`src/sv/blpg_pkg.sv`:
```
// ----------------------------------------------------------------------------
// blpg_pkg: shared types and helpers for the line pixel generator
// Coordinate widths, direction codes, the decoded command word passed from
// the front end to the drawing back end, and the cursor step function.
// ----------------------------------------------------------------------------
package blpg_pkg;

  localparam int COORD_BITS = 10;
  localparam int COLOUR_W   = 8;
  localparam int CNT_W      = COORD_BITS + 1;
  localparam int ERR_W      = COORD_BITS + 3;
  localparam int DIR_W      = 2;
  localparam int Q_DEPTH    = 2;
  localparam int Q_PTR_W    = $clog2(Q_DEPTH);
  localparam int Q_CNT_W    = Q_PTR_W + 1;

  typedef logic [COORD_BITS-1:0]   coord_t;
  typedef logic [COLOUR_W-1:0]     colour_t;
  typedef logic [CNT_W-1:0]        cnt_t;
  typedef logic signed [ERR_W-1:0] err_t;
  typedef logic [DIR_W-1:0]        dir_t;

  localparam logic ACT_START = 1'b0;
  localparam logic ACT_STEP  = 1'b1;

  localparam dir_t DIR_NONE = 2'd0;
  localparam dir_t DIR_POS  = 2'd1;
  localparam dir_t DIR_NEG  = 2'd3;

  typedef struct packed {
    logic    is_start;
    coord_t  x;
    coord_t  y;
    colour_t colour;
    logic    steep;
    coord_t  major;
    coord_t  minor;
    err_t    err;
    dir_t    dir_x;
    dir_t    dir_y;
  } blpg_cmd_t;

  function automatic coord_t move_coord(input coord_t c, input dir_t dir);
    coord_t res;
    unique case (dir)
      DIR_POS: res = c + coord_t'(1);
      DIR_NEG: res = c - coord_t'(1);
      default: res = c;
    endcase
    return res;
  endfunction

endpackage

```
`src/sv/blpg_front.sv`:
```
// ----------------------------------------------------------------------------
// blpg_front: command classifier and line setup
// Decodes each input beat into a start or step command. For a start it
// computes the axis deltas and directions, the steep flag, the major and
// minor deltas and the initial error term.
// ----------------------------------------------------------------------------
module blpg_front import blpg_pkg::*; (
  input  logic      in_action,
  input  coord_t    in_x_begin,
  input  coord_t    in_y_begin,
  input  coord_t    in_x_finish,
  input  coord_t    in_y_finish,
  input  colour_t   in_pen_colour,
  output blpg_cmd_t cmd
);

  coord_t dx;
  coord_t dy;
  dir_t   dir_x;
  dir_t   dir_y;
  logic   steep;
  coord_t major;
  coord_t minor;

  always_comb begin
    if (in_x_finish > in_x_begin) begin
      dx    = in_x_finish - in_x_begin;
      dir_x = DIR_POS;
    end else if (in_x_finish < in_x_begin) begin
      dx    = in_x_begin - in_x_finish;
      dir_x = DIR_NEG;
    end else begin
      dx    = '0;
      dir_x = DIR_NONE;
    end
    if (in_y_finish > in_y_begin) begin
      dy    = in_y_finish - in_y_begin;
      dir_y = DIR_POS;
    end else if (in_y_finish < in_y_begin) begin
      dy    = in_y_begin - in_y_finish;
      dir_y = DIR_NEG;
    end else begin
      dy    = '0;
      dir_y = DIR_NONE;
    end
    steep = dy > dx;
    major = steep ? dy : dx;
    minor = steep ? dx : dy;
  end

  always_comb begin
    cmd.is_start = (in_action == ACT_START);
    cmd.x        = in_x_begin;
    cmd.y        = in_y_begin;
    cmd.colour   = in_pen_colour;
    cmd.steep    = steep;
    cmd.major    = major;
    cmd.minor    = minor;
    cmd.err      = $signed({2'b00, minor, 1'b0}) - $signed({3'b000, major});
    cmd.dir_x    = dir_x;
    cmd.dir_y    = dir_y;
  end

endmodule

```
`src/sv/blpg_cmd_queue.sv`:
```
// ----------------------------------------------------------------------------
// blpg_cmd_queue: command queue between front end and back end
// A small first-in first-out buffer of decoded commands so that the input
// side and the pixel side can stall independently.
// ----------------------------------------------------------------------------
module blpg_cmd_queue import blpg_pkg::*; (
  input  logic      clk,
  input  logic      rst_n,
  input  logic      push,
  input  blpg_cmd_t push_cmd,
  output logic      full,
  input  logic      pop,
  output logic      not_empty,
  output blpg_cmd_t head_cmd
);

  blpg_cmd_t            entry_r [Q_DEPTH];
  logic [Q_PTR_W-1:0]   wr_ptr_r, wr_ptr_nxt;
  logic [Q_PTR_W-1:0]   rd_ptr_r, rd_ptr_nxt;
  logic [Q_CNT_W-1:0]   count_r, count_nxt;

  assign full      = (count_r == Q_CNT_W'(Q_DEPTH));
  assign not_empty = (count_r != '0);
  assign head_cmd  = entry_r[rd_ptr_r];

  always_comb begin
    wr_ptr_nxt = push ? wr_ptr_r + Q_PTR_W'(1) : wr_ptr_r;
    rd_ptr_nxt = pop  ? rd_ptr_r + Q_PTR_W'(1) : rd_ptr_r;
    count_nxt  = count_r + Q_CNT_W'(push) - Q_CNT_W'(pop);
  end

  always_ff @(posedge clk) begin
    if (!rst_n) begin
      wr_ptr_r <= '0;
      rd_ptr_r <= '0;
      count_r  <= '0;
    end else begin
      wr_ptr_r <= wr_ptr_nxt;
      rd_ptr_r <= rd_ptr_nxt;
      count_r  <= count_nxt;
    end
  end

  always_ff @(posedge clk) begin
    if (push) begin
      entry_r[wr_ptr_r] <= push_cmd;
    end
  end

endmodule

```
`src/sv/blpg_back.sv`:
```
// ----------------------------------------------------------------------------
// blpg_back: Bresenham stepping engine
// Holds the line state, loads it on a start command and on each step command
// of a busy line emits one pixel into the output register and advances the
// cursor and error term.
// ----------------------------------------------------------------------------
module blpg_back import blpg_pkg::*; (
  input  logic      clk,
  input  logic      rst_n,
  input  logic      cmd_valid,
  input  blpg_cmd_t cmd,
  output logic      cmd_pop,
  output logic      out_valid,
  input  logic      out_stall,
  output coord_t    out_pixel_x,
  output coord_t    out_pixel_y,
  output colour_t   out_pixel_colour,
  output logic      out_last_pixel
);

  logic    busy_r, busy_nxt;
  coord_t  cur_x_r, cur_x_nxt;
  coord_t  cur_y_r, cur_y_nxt;
  err_t    err_r, err_nxt;
  coord_t  major_r, major_nxt;
  coord_t  minor_r, minor_nxt;
  dir_t    dir_x_r, dir_x_nxt;
  dir_t    dir_y_r, dir_y_nxt;
  logic    steep_r, steep_nxt;
  cnt_t    left_r, left_nxt;
  colour_t colour_r, colour_nxt;

  logic    ov_r, ov_nxt;
  coord_t  ox_r, oy_r;
  colour_t oc_r;
  logic    ol_r;
  logic    emit;
  logic    err_neg;
  logic    move_x;
  logic    move_y;
  err_t    two_min;
  err_t    two_maj;

  assign cmd_pop = cmd_valid && (!ov_r || !out_stall);
  assign emit    = cmd_pop && !cmd.is_start && busy_r;
  assign err_neg = err_r[ERR_W-1];
  assign move_x  = steep_r ? !err_neg : 1'b1;
  assign move_y  = steep_r ? 1'b1 : !err_neg;
  assign two_min = $signed({2'b00, minor_r, 1'b0});
  assign two_maj = $signed({2'b00, major_r, 1'b0});

  always_comb begin
    busy_nxt   = busy_r;
    cur_x_nxt  = cur_x_r;
    cur_y_nxt  = cur_y_r;
    err_nxt    = err_r;
    major_nxt  = major_r;
    minor_nxt  = minor_r;
    dir_x_nxt  = dir_x_r;
    dir_y_nxt  = dir_y_r;
    steep_nxt  = steep_r;
    left_nxt   = left_r;
    colour_nxt = colour_r;
    if (cmd_pop && cmd.is_start) begin
      busy_nxt   = (cmd.major != '0);
      cur_x_nxt  = cmd.x;
      cur_y_nxt  = cmd.y;
      err_nxt    = cmd.err;
      major_nxt  = cmd.major;
      minor_nxt  = cmd.minor;
      dir_x_nxt  = cmd.dir_x;
      dir_y_nxt  = cmd.dir_y;
      steep_nxt  = cmd.steep;
      left_nxt   = {1'b0, cmd.major};
      colour_nxt = cmd.colour;
    end else if (emit) begin
      cur_x_nxt = move_x ? move_coord(cur_x_r, dir_x_r) : cur_x_r;
      cur_y_nxt = move_y ? move_coord(cur_y_r, dir_y_r) : cur_y_r;
      err_nxt   = err_r + two_min - (err_neg ? err_t'(0) : two_maj);
      left_nxt  = left_r - cnt_t'(1);
      busy_nxt  = (left_r != cnt_t'(1));
    end
  end

  always_comb begin
    if (cmd_pop) begin
      ov_nxt = emit;
    end else if (!out_stall) begin
      ov_nxt = 1'b0;
    end else begin
      ov_nxt = ov_r;
    end
  end

  always_ff @(posedge clk) begin
    if (!rst_n) begin
      busy_r <= 1'b0;
      ov_r   <= 1'b0;
    end else begin
      busy_r <= busy_nxt;
      ov_r   <= ov_nxt;
    end
  end

  always_ff @(posedge clk) begin
    cur_x_r  <= cur_x_nxt;
    cur_y_r  <= cur_y_nxt;
    err_r    <= err_nxt;
    major_r  <= major_nxt;
    minor_r  <= minor_nxt;
    dir_x_r  <= dir_x_nxt;
    dir_y_r  <= dir_y_nxt;
    steep_r  <= steep_nxt;
    left_r   <= left_nxt;
    colour_r <= colour_nxt;
    if (emit) begin
      ox_r <= cur_x_r;
      oy_r <= cur_y_r;
      oc_r <= colour_r;
      ol_r <= (left_r == cnt_t'(1));
    end
  end

  assign out_valid        = ov_r;
  assign out_pixel_x      = ox_r;
  assign out_pixel_y      = oy_r;
  assign out_pixel_colour = oc_r;
  assign out_last_pixel   = ol_r;

endmodule

```
`src/sv/bresenham_line_pixel_generator.sv`:
```
// ----------------------------------------------------------------------------
// bresenham_line_pixel_generator: line draw engine
// A step beat is written into the command queue, then popped by the back end into its output register on out_.
// Throughput: one beat per cycle unless in_stall or out_stall holds the flow.
// The two-entry command queue lets input and output stall independently.
// Reset: synchronous, active low; clears the queue, busy flag and output valid.
// No clearing pass follows reset; the first beat is accepted in the next cycle.
// ----------------------------------------------------------------------------
module bresenham_line_pixel_generator import blpg_pkg::*; (
  input  logic    clk,
  input  logic    rst_n,
  input  logic    in_valid,
  output logic    in_stall,
  input  logic    in_action,
  input  coord_t  in_x_begin,
  input  coord_t  in_y_begin,
  input  coord_t  in_x_finish,
  input  coord_t  in_y_finish,
  input  colour_t in_pen_colour,
  output logic    out_valid,
  input  logic    out_stall,
  output coord_t  out_pixel_x,
  output coord_t  out_pixel_y,
  output colour_t out_pixel_colour,
  output logic    out_last_pixel
);

  blpg_cmd_t front_cmd;
  blpg_cmd_t head_cmd;
  logic      q_full;
  logic      q_not_empty;
  logic      q_pop;
  logic      q_push;

  assign in_stall = q_full;
  assign q_push   = in_valid && !q_full;

  blpg_front u_front (
    .in_action     (in_action),
    .in_x_begin    (in_x_begin),
    .in_y_begin    (in_y_begin),
    .in_x_finish   (in_x_finish),
    .in_y_finish   (in_y_finish),
    .in_pen_colour (in_pen_colour),
    .cmd           (front_cmd)
  );

  blpg_cmd_queue u_queue (
    .clk       (clk),
    .rst_n     (rst_n),
    .push      (q_push),
    .push_cmd  (front_cmd),
    .full      (q_full),
    .pop       (q_pop),
    .not_empty (q_not_empty),
    .head_cmd  (head_cmd)
  );

  blpg_back u_back (
    .clk              (clk),
    .rst_n            (rst_n),
    .cmd_valid        (q_not_empty),
    .cmd              (head_cmd),
    .cmd_pop          (q_pop),
    .out_valid        (out_valid),
    .out_stall        (out_stall),
    .out_pixel_x      (out_pixel_x),
    .out_pixel_y      (out_pixel_y),
    .out_pixel_colour (out_pixel_colour),
    .out_last_pixel   (out_last_pixel)
  );

endmodule
```
`config.mk`:
```
export PLATFORM = sky130hd
export DESIGN_NAME = bresenham_line_pixel_generator
export DESIGN_NICKNAME = d
export VERILOG_FILES = /design/src/sv/blpg_pkg.sv /design/src/sv/blpg_front.sv /design/src/sv/blpg_cmd_queue.sv /design/src/sv/blpg_back.sv /design/src/sv/bresenham_line_pixel_generator.sv
export SDC_FILE = /design/constraint.sdc
export NUM_CORES = 1
export LEC_CHECK = 0
export BUFFER_PORTS_ARGS = -buffer_cell sky130_fd_sc_hd__buf_2
export CAP_MARGIN = 20
export CORE_ASPECT_RATIO = 1.75
export CORE_UTILIZATION = 56
export DETAILED_ROUTE_END_ITERATION = 8
export GPL_TIMING_DRIVEN = 0
export PLACE_DENSITY = 0.77
export SLEW_MARGIN = 20
export SYNTH_ARGS = -nofsm -noshare
export SYNTH_HDL_FRONTEND = slang
export SYNTH_SLANG_ARGS = --single-unit
```
`constraint.sdc`:
```
create_clock -name clk -period 7.25 [get_ports clk]
set_input_delay 1.0875 -clock clk [delete_from_list [all_inputs] [get_ports clk]]
set_output_delay 1.0875 -clock clk [all_outputs]
set_load 0.05 [all_outputs]
```
==> results of run 1 <==
-- placed cells by master, fill, tap and decap left out, types with 21 or more instances in the layout --
cell,netlist,layout
edfxtp_1,234,234
inv_1,146,144
buf_2,3,87
ha_1,82,81
a21oi_1,74,71
o21ai_0,66,62
nand2_1,59,59
nor2_1,49,48
mux2i_1,36,36
mux2_2,30,30
xnor2_1,30,30
nor2b_1,24,24
clkbuf_1,23,23
a21o_1,21,21
clkbuf_16,0,21
-- layer usage --
layer	up-vias	global-route usage [%]	part of all wire [%]
li1	4277	-	-
met1	4262	25.9	36
met2	246	47.2	55
met3	87	2.00	3.2
met4	0	15.1	5.8
met5	-	0	0
-- power by group --
part	total (mW)	switching, mW	internal (mW)
sequential	2.38	0.146	2.23
combinational	3.17	1.89	1.28
clock	1.11	0.472	0.637
-- final timing paths --
kind,to,slack (ns),cells past startpoint
worst max register to register,u_back.err_r[12]$_DFFE_PP_,2.85,16
worst min register to register,u_back.out_pixel_colour[0]$_DFFE_PP_,0.42,0
worst min-delay path,u_back.out_pixel_colour[0]$_DFFE_PP_,0.42,0
worst max-delay path,u_queue.entry_r[1][14]$_DFFE_PP_,0.28,33
-- through the flow --
| step | area (um^2) | utilization, % | std cells | setup TNS, ns | setup slack [ns] |
|---|---|---|---|---|---|
| finish | 15000 | 64.5 | 1564 | 0 | 0.276 |
| global route | 15000 | 64.5 | 1564 | -0.128 | -0.0375 |
| CTS | 14900 | 64.0 | 1557 | 0 | 0.0407 |
| detailed placement | 14100 | 60.8 | 1516 | -13.32 | -1.46 |
| global placement | 14000 | 60.3 | 1511 | -10.51 | -1.28 |
| floorplan | 13200 | - | 1124 | 0 | 0.260 |
-- Yosys cell counts, drive strengths merged (9+ instances only) --
master	number	area, um^2
o21ai	67	335
nor2	49	184
nand2	59	221
inv	149	559
a21oi	76	388
mux2i	37	374
nor2b	24	150
and2	11	68.8
nor3	17	85.1
buf	9	48.8
clkbuf	24	91.3
nand2b	20	125
fa	17	340
xor2	14	123
a211oi	12	90.1
xnor2	30	263
nand3	12	60.1
mux2	31	353
or3	9	56.3
edfxtp	234	7030
a21o	21	158
ha	82	1030
-- layout make-up --
class / instances / area, um^2 / share of cell area, %
Tap cell: 304 / 380 / 2.54
Buffer: 32 / 156 / 1.04
Inverter: 149 / 562 / 3.75
Clock buffer: 25 / 541 / 3.61
Sequential cell: 242 / 7190 / 47.9
Clock inverter: 11 / 128 / 0.851
Multi-Input combinational cell: 700 / 5390 / 36.0
Timing Repair Buffer: 101 / 648 / 4.32
-- repair_timing --
action                     in CTS  in global routing
gates cloned                    0                  0
gates resized for setup        12                 16
buffers inserted                6                  6
setup endpoints to repair      10                  6
pin swaps                       5                  6
-- cells by family (layout without fill, tap and decap cells) --
| logic type | Yosys count | after routing | share of synthesized area (%) |
|---|---|---|---|
| AO/OA/AOI/OAI | 247 | 247 | 12.0 |
| XOR/XNOR | 44 | 44 | 2.92 |
| adder cells (fa/ha/maj) | 100 | 100 | 10.4 |
| buffers and inverters | 182 | 318 | 5.29 |
| flip-flops | 242 | 242 | 54.4 |
| multiplexers | 68 | 68 | 5.50 |
| AND/OR/NAND/NOR | 241 | 241 | 9.46 |
-- worst register-to-register path: cells and delay by family, from the launching register on --
family | cells | cell delay, ns
AO/OA/AOI/OAI | 9 | 1.88
XOR/XNOR | 1 | 0.18
adder cells (fa/ha/maj) | 2 | 0.79
buffers and inverters | 2 | 0.59
flip-flops | 1 | 0.41
AND/OR/NAND/NOR | 2 | 0.27
==> flow_metrics.env, run 1 <==
export IMPL_status="completed"
export IMPL_grt_pass1_vias=9202
export IMPL_worstPathMaxFanout=11
export IMPL_hold_start="u_back.colour_r[0]$_DFFE_PP_"
export IMPL_antenna_found_initial=0
export IMPL_drt_pass1_iter_count=5
export IMPL_rows=74
export IMPL_synth_cell_types=73
export IMPL_finalCritPeriodShare_pct=96.2
export IMPL_finalSetupViolCount=0
export IMPL_path_clk_slew_ns=0.07
export IMPL_hold_viol_final=0
export IMPL_syn_avg_cell_area_um2=11.8
export IMPL_critPathLaunchType="input port"
export IMPL_ys_flop_type="edfxtp_1"
export IMPL_cts_root_buf="clkbuf_16"
export IMPL_maxCapViolCount=0
export IMPL_area_growth_pct=13.5
export IMPL_grt_overflow_total=0
export IMPL_vias=8872
export IMPL_drive_gt1_share_pct=16.3
export IMPL_clk_latency_ns=0.50
export IMPL_synth_warnings=0
export IMPL_ios=84
export IMPL_max_freq_mhz=143
export IMPL_largest_registers="u_queue.entry_r: 130 flops, u_back.err_r: 12 flops, u_back.left_r: 11 flops"
export IMPL_n_fill_cell=1773
export IMPL_syn_nets=1276
export IMPL_postRouteAntennaNets=0
export IMPL_largest_register_ffs=130
export IMPL_period_needed_ns=6.97
export IMPL_cpMostUsedCell="o21ai_0"
export IMPL_hold_path_class="register to register"
export IMPL_powerDensity_nw_per_um2=444
export IMPL_numClockSinks=242
export IMPL_whs_ns=0.424
export IMPL_synth_edf_count=234
export IMPL_detail_route_wl_per_cell_um=18.3
export IMPL_clk_path_buf_depth=3
export IMPL_worstPathArrival_ns=7.19
export IMPL_netlist_area_um2=13200
export IMPL_worst_pin_slew_ns=0.997
export IMPL_die_h_um=205
export IMPL_worst_clock_skew_ns=0.0139
export IMPL_yosysSeqAreaShare_pct=54.4
export IMPL_dpl_hpwl_um=21800
export IMPL_coreArea_um2=23200
export IMPL_die_w_um=118
export IMPL_cp_end_kind="register"
export IMPL_grt_pass1_wl_um=46500
export IMPL_initial_utilization_pct=56.8
export IMPL_max_slew_margin_pct=33.4
export IMPL_layout_nets=1398
export IMPL_drt_iter0_markers=476
export IMPL_critical_path_top_delay_family="compound AO/OA/AOI/OAI gates"
export IMPL_syn_inst=1124
export IMPL_power_mw=6.66
export IMPL_cts_buffers=20
export IMPL_io_buffers=83
export IMPL_gp_congestion=0.913
export IMPL_cp_buffers_inverters=8
export IMPL_power_leakage_nw=6.09
export IMPL_vias_per_cell=5.67
export IMPL_ir_worst_vdd_mv=0.191
export IMPL_critPathMaxStageDelay_ns=0.48
export IMPL_critPathLaunch="in_x_begin[0]"
export IMPL_grt_use_total_pct=24.6
export IMPL_wl_um=28700
export IMPL_grt_max_degree=36
export IMPL_async_reset_ff_share_pct=0
export IMPL_rr_startpoint="u_back.err_r[12]$_DFFE_PP_"
export IMPL_drc_errors=0
export IMPL_synth_seq_cells=242
export IMPL_postCtsHoldBufs=0
export IMPL_crit_slowest_cell="a221o_2"
export IMPL_cts_tree="done"
export IMPL_top_register="u_queue.entry_r"
export IMPL_worstPathRequired_ns=7.47
export IMPL_drv_slew=0
export IMPL_worst_setup_path_type="input port to register"
export IMPL_antenna_cells=0
export IMPL_h_tree_depth=1
export IMPL_die_area_um2=24200
No activity file was read; power rests on OpenSTA's default activity.
==> run 2, diff against run 1 <==
CORE_UTILIZATION = 61   (was 56)
PLACE_DENSITY = 0.8   (was 0.77)
clock period = 6.5 ns   (was 7.25 ns; I/O delays follow)
==> flow_metrics.env, run 2 (synthesized netlist as in run 1, its figures left out) <==
export IMPL_cp_end_kind="register"
export IMPL_cts_root_buf="clkbuf_16"
export IMPL_fin_cells=1561
export IMPL_pwr_share_seq_pct=35.4
export IMPL_powerDensity_nw_per_um2=490
export IMPL_antenna_cells=0
export IMPL_worstPathArrival_ns=6.52
export IMPL_critPathMaxStageDelay_ns=0.44
export IMPL_dpl_hpwl_um=21600
export IMPL_top_register="u_queue.entry_r"
export IMPL_place_inst=1500
export IMPL_gp_congestion=0.910
export IMPL_power_mw=7.49
export IMPL_drt_iter0_markers=563
export IMPL_cts_tree="done"
export IMPL_finalCritPeriodShare_pct=96.9
export IMPL_worst_pin_slew_ns=0.969
export IMPL_place_area_um2=14100
export IMPL_period_needed_ns=6.30
export IMPL_layout_nets=1414
export IMPL_antenna_found_initial=0
export IMPL_switching_share_pct=37.8
export IMPL_vias=9051
export IMPL_clkPwrFrac_pct=15.9
export IMPL_post_route_util_pct=72.5
export IMPL_vias_per_cell=5.80
export IMPL_rows=70
export IMPL_io_buffers=83
export IMPL_largest_registers="u_queue.entry_r: 130 flops, u_back.err_r: 12 flops, u_back.left_r: 11 flops"
export IMPL_worstPathMaxFanout=8
export IMPL_final_common_cell="edfxtp_1"
export IMPL_drc_errors=0
export IMPL_hold_path_class="register to register"
export IMPL_ir_worst_vdd_mv=0.252
export IMPL_maxCapViolCount=0
export IMPL_hold_viol_final=0
export IMPL_grt_overflow_total=0
export IMPL_most_common_layout_cells="234 x edfxtp_1, 144 x inv_1, 85 x buf_2"
export IMPL_path_clk_slew_ns=0.07
export IMPL_drive_gt1_share_pct=20.1
export IMPL_drt_pass1_iter_count=5
export IMPL_grt_pass1_vias=9161
export IMPL_max_slew_margin_pct=35.0
export IMPL_grt_max_degree=40
export IMPL_critPathLaunchType="input port"
export IMPL_power_switching_mw=2.83
export IMPL_detail_route_wl_per_cell_um=18.7
export IMPL_die_area_um2=22300
export IMPL_die_h_um=197
export IMPL_final_area_um2=15300
export IMPL_grt_use_total_pct=26.4
export IMPL_power_internal_mw=4.66
export IMPL_cts_buffers=20
export IMPL_postCtsHoldBufs=0
export IMPL_coreArea_um2=21100
export IMPL_crit_slowest_cell="a221o_2"
export IMPL_ios=84
export IMPL_wl_um=29200
export IMPL_finalSetupViolCount=0
export IMPL_numClockSinks=242
export IMPL_worst_clock_skew_ns=0.0125
export IMPL_power_leakage_nw=6.19
export IMPL_tns_ns=0
export IMPL_worst_setup_path_type="input port to register"
export IMPL_n_fill_cell=1456
export IMPL_drv_slew=0
export IMPL_area_growth_pct=15.8
export IMPL_initial_utilization_pct=62.6
export IMPL_clk_path_buf_depth=3
export IMPL_max_freq_mhz=159
export IMPL_status="completed"
export IMPL_die_w_um=113
export IMPL_grt_pass1_wl_um=45200
export IMPL_clk_latency_ns=0.51
export IMPL_worstPathRequired_ns=6.72
export IMPL_largest_register_ffs=130
export IMPL_combinationalPowerShare_pct=48.7
export IMPL_h_tree_depth=1
export IMPL_postRouteAntennaNets=0
## run 2: timing repair
item | 4_1_cts | 5_1_grt
endpoints found under the setup margin | 12 | 6
buffers inserted | 12 | 19
endpoints found under the hold margin | 0 | 0
pin swaps | 15 | 19
resized for setup | 23 | 52
## run 2: final cells by class
class                      instances  area (um^2)  area share, %
clock buffer                      25          541           3.53
buffer                            30          174           1.14
clock inverter                     8         90.1          0.589
multi-input combinational        700         5610           36.7
sequential                       242         7190           47.0
inverter                         149          567           3.71
timing repair buffer             119          768           5.02
tap                              288          360           2.36
## run 2: worst paths after layout
path | end | start | slack [ns] | depth (start not counted)
min | u_back.out_pixel_colour[0]$_DFFE_PP_ | u_back.colour_r[0]$_DFFE_PP_ | 0.43 | 0
min reg2reg | u_back.out_pixel_colour[0]$_DFFE_PP_ | u_back.colour_r[0]$_DFFE_PP_ | 0.43 | 0
max | u_queue.entry_r[0][14]$_DFFE_PP_ | in_x_finish[0] | 0.20 | 31
max reg2reg | u_back.err_r[12]$_DFFE_PP_ | u_back.err_r[12]$_DFFE_PP_ | 2.14 | 16
## run 2: critical path, delay by kind of cell
kind / cells / cell delay, ns
compound gates: 13 / 2.50
fa+ha+maj: 4 / 1.08
buf+inv: 8 / 0.93
simple gates: 4 / 0.70
xor+xnor: 2 / 0.33
## run 2: stage by stage
stage / hold WS [ns] / setup WS, ns
after floorplan: 0.400 / 0.000788
after global placement: 0.406 / -1.32
after detailed placement: 0.421 / -1.41
after CTS: 0.432 / 0.00414
after global routing: 0.438 / -0.109
final: 0.432 / 0.200
## run 2: power by group through the flow
stage	clock network [mW]	registers, mW	logic, mW
2_1_floorplan	0	2.70	2.51
4_1_cts	1.20	2.66	3.51
5_1_grt	1.25	2.69	4.03
6_report	1.19	2.65	3.65
3_3_place_gp	0	2.69	3.22
3_5_place_dp	0	2.69	3.41
## run 2: routing by layer
layer	up-vias	share of wire, %	global-route usage (%)
li1	4303	-	-
met1	4368	36	27.7
met2	286	54	50.5
met3	94	3.8	2.24
met4	0	5.5	15.9
met5	-	0	0
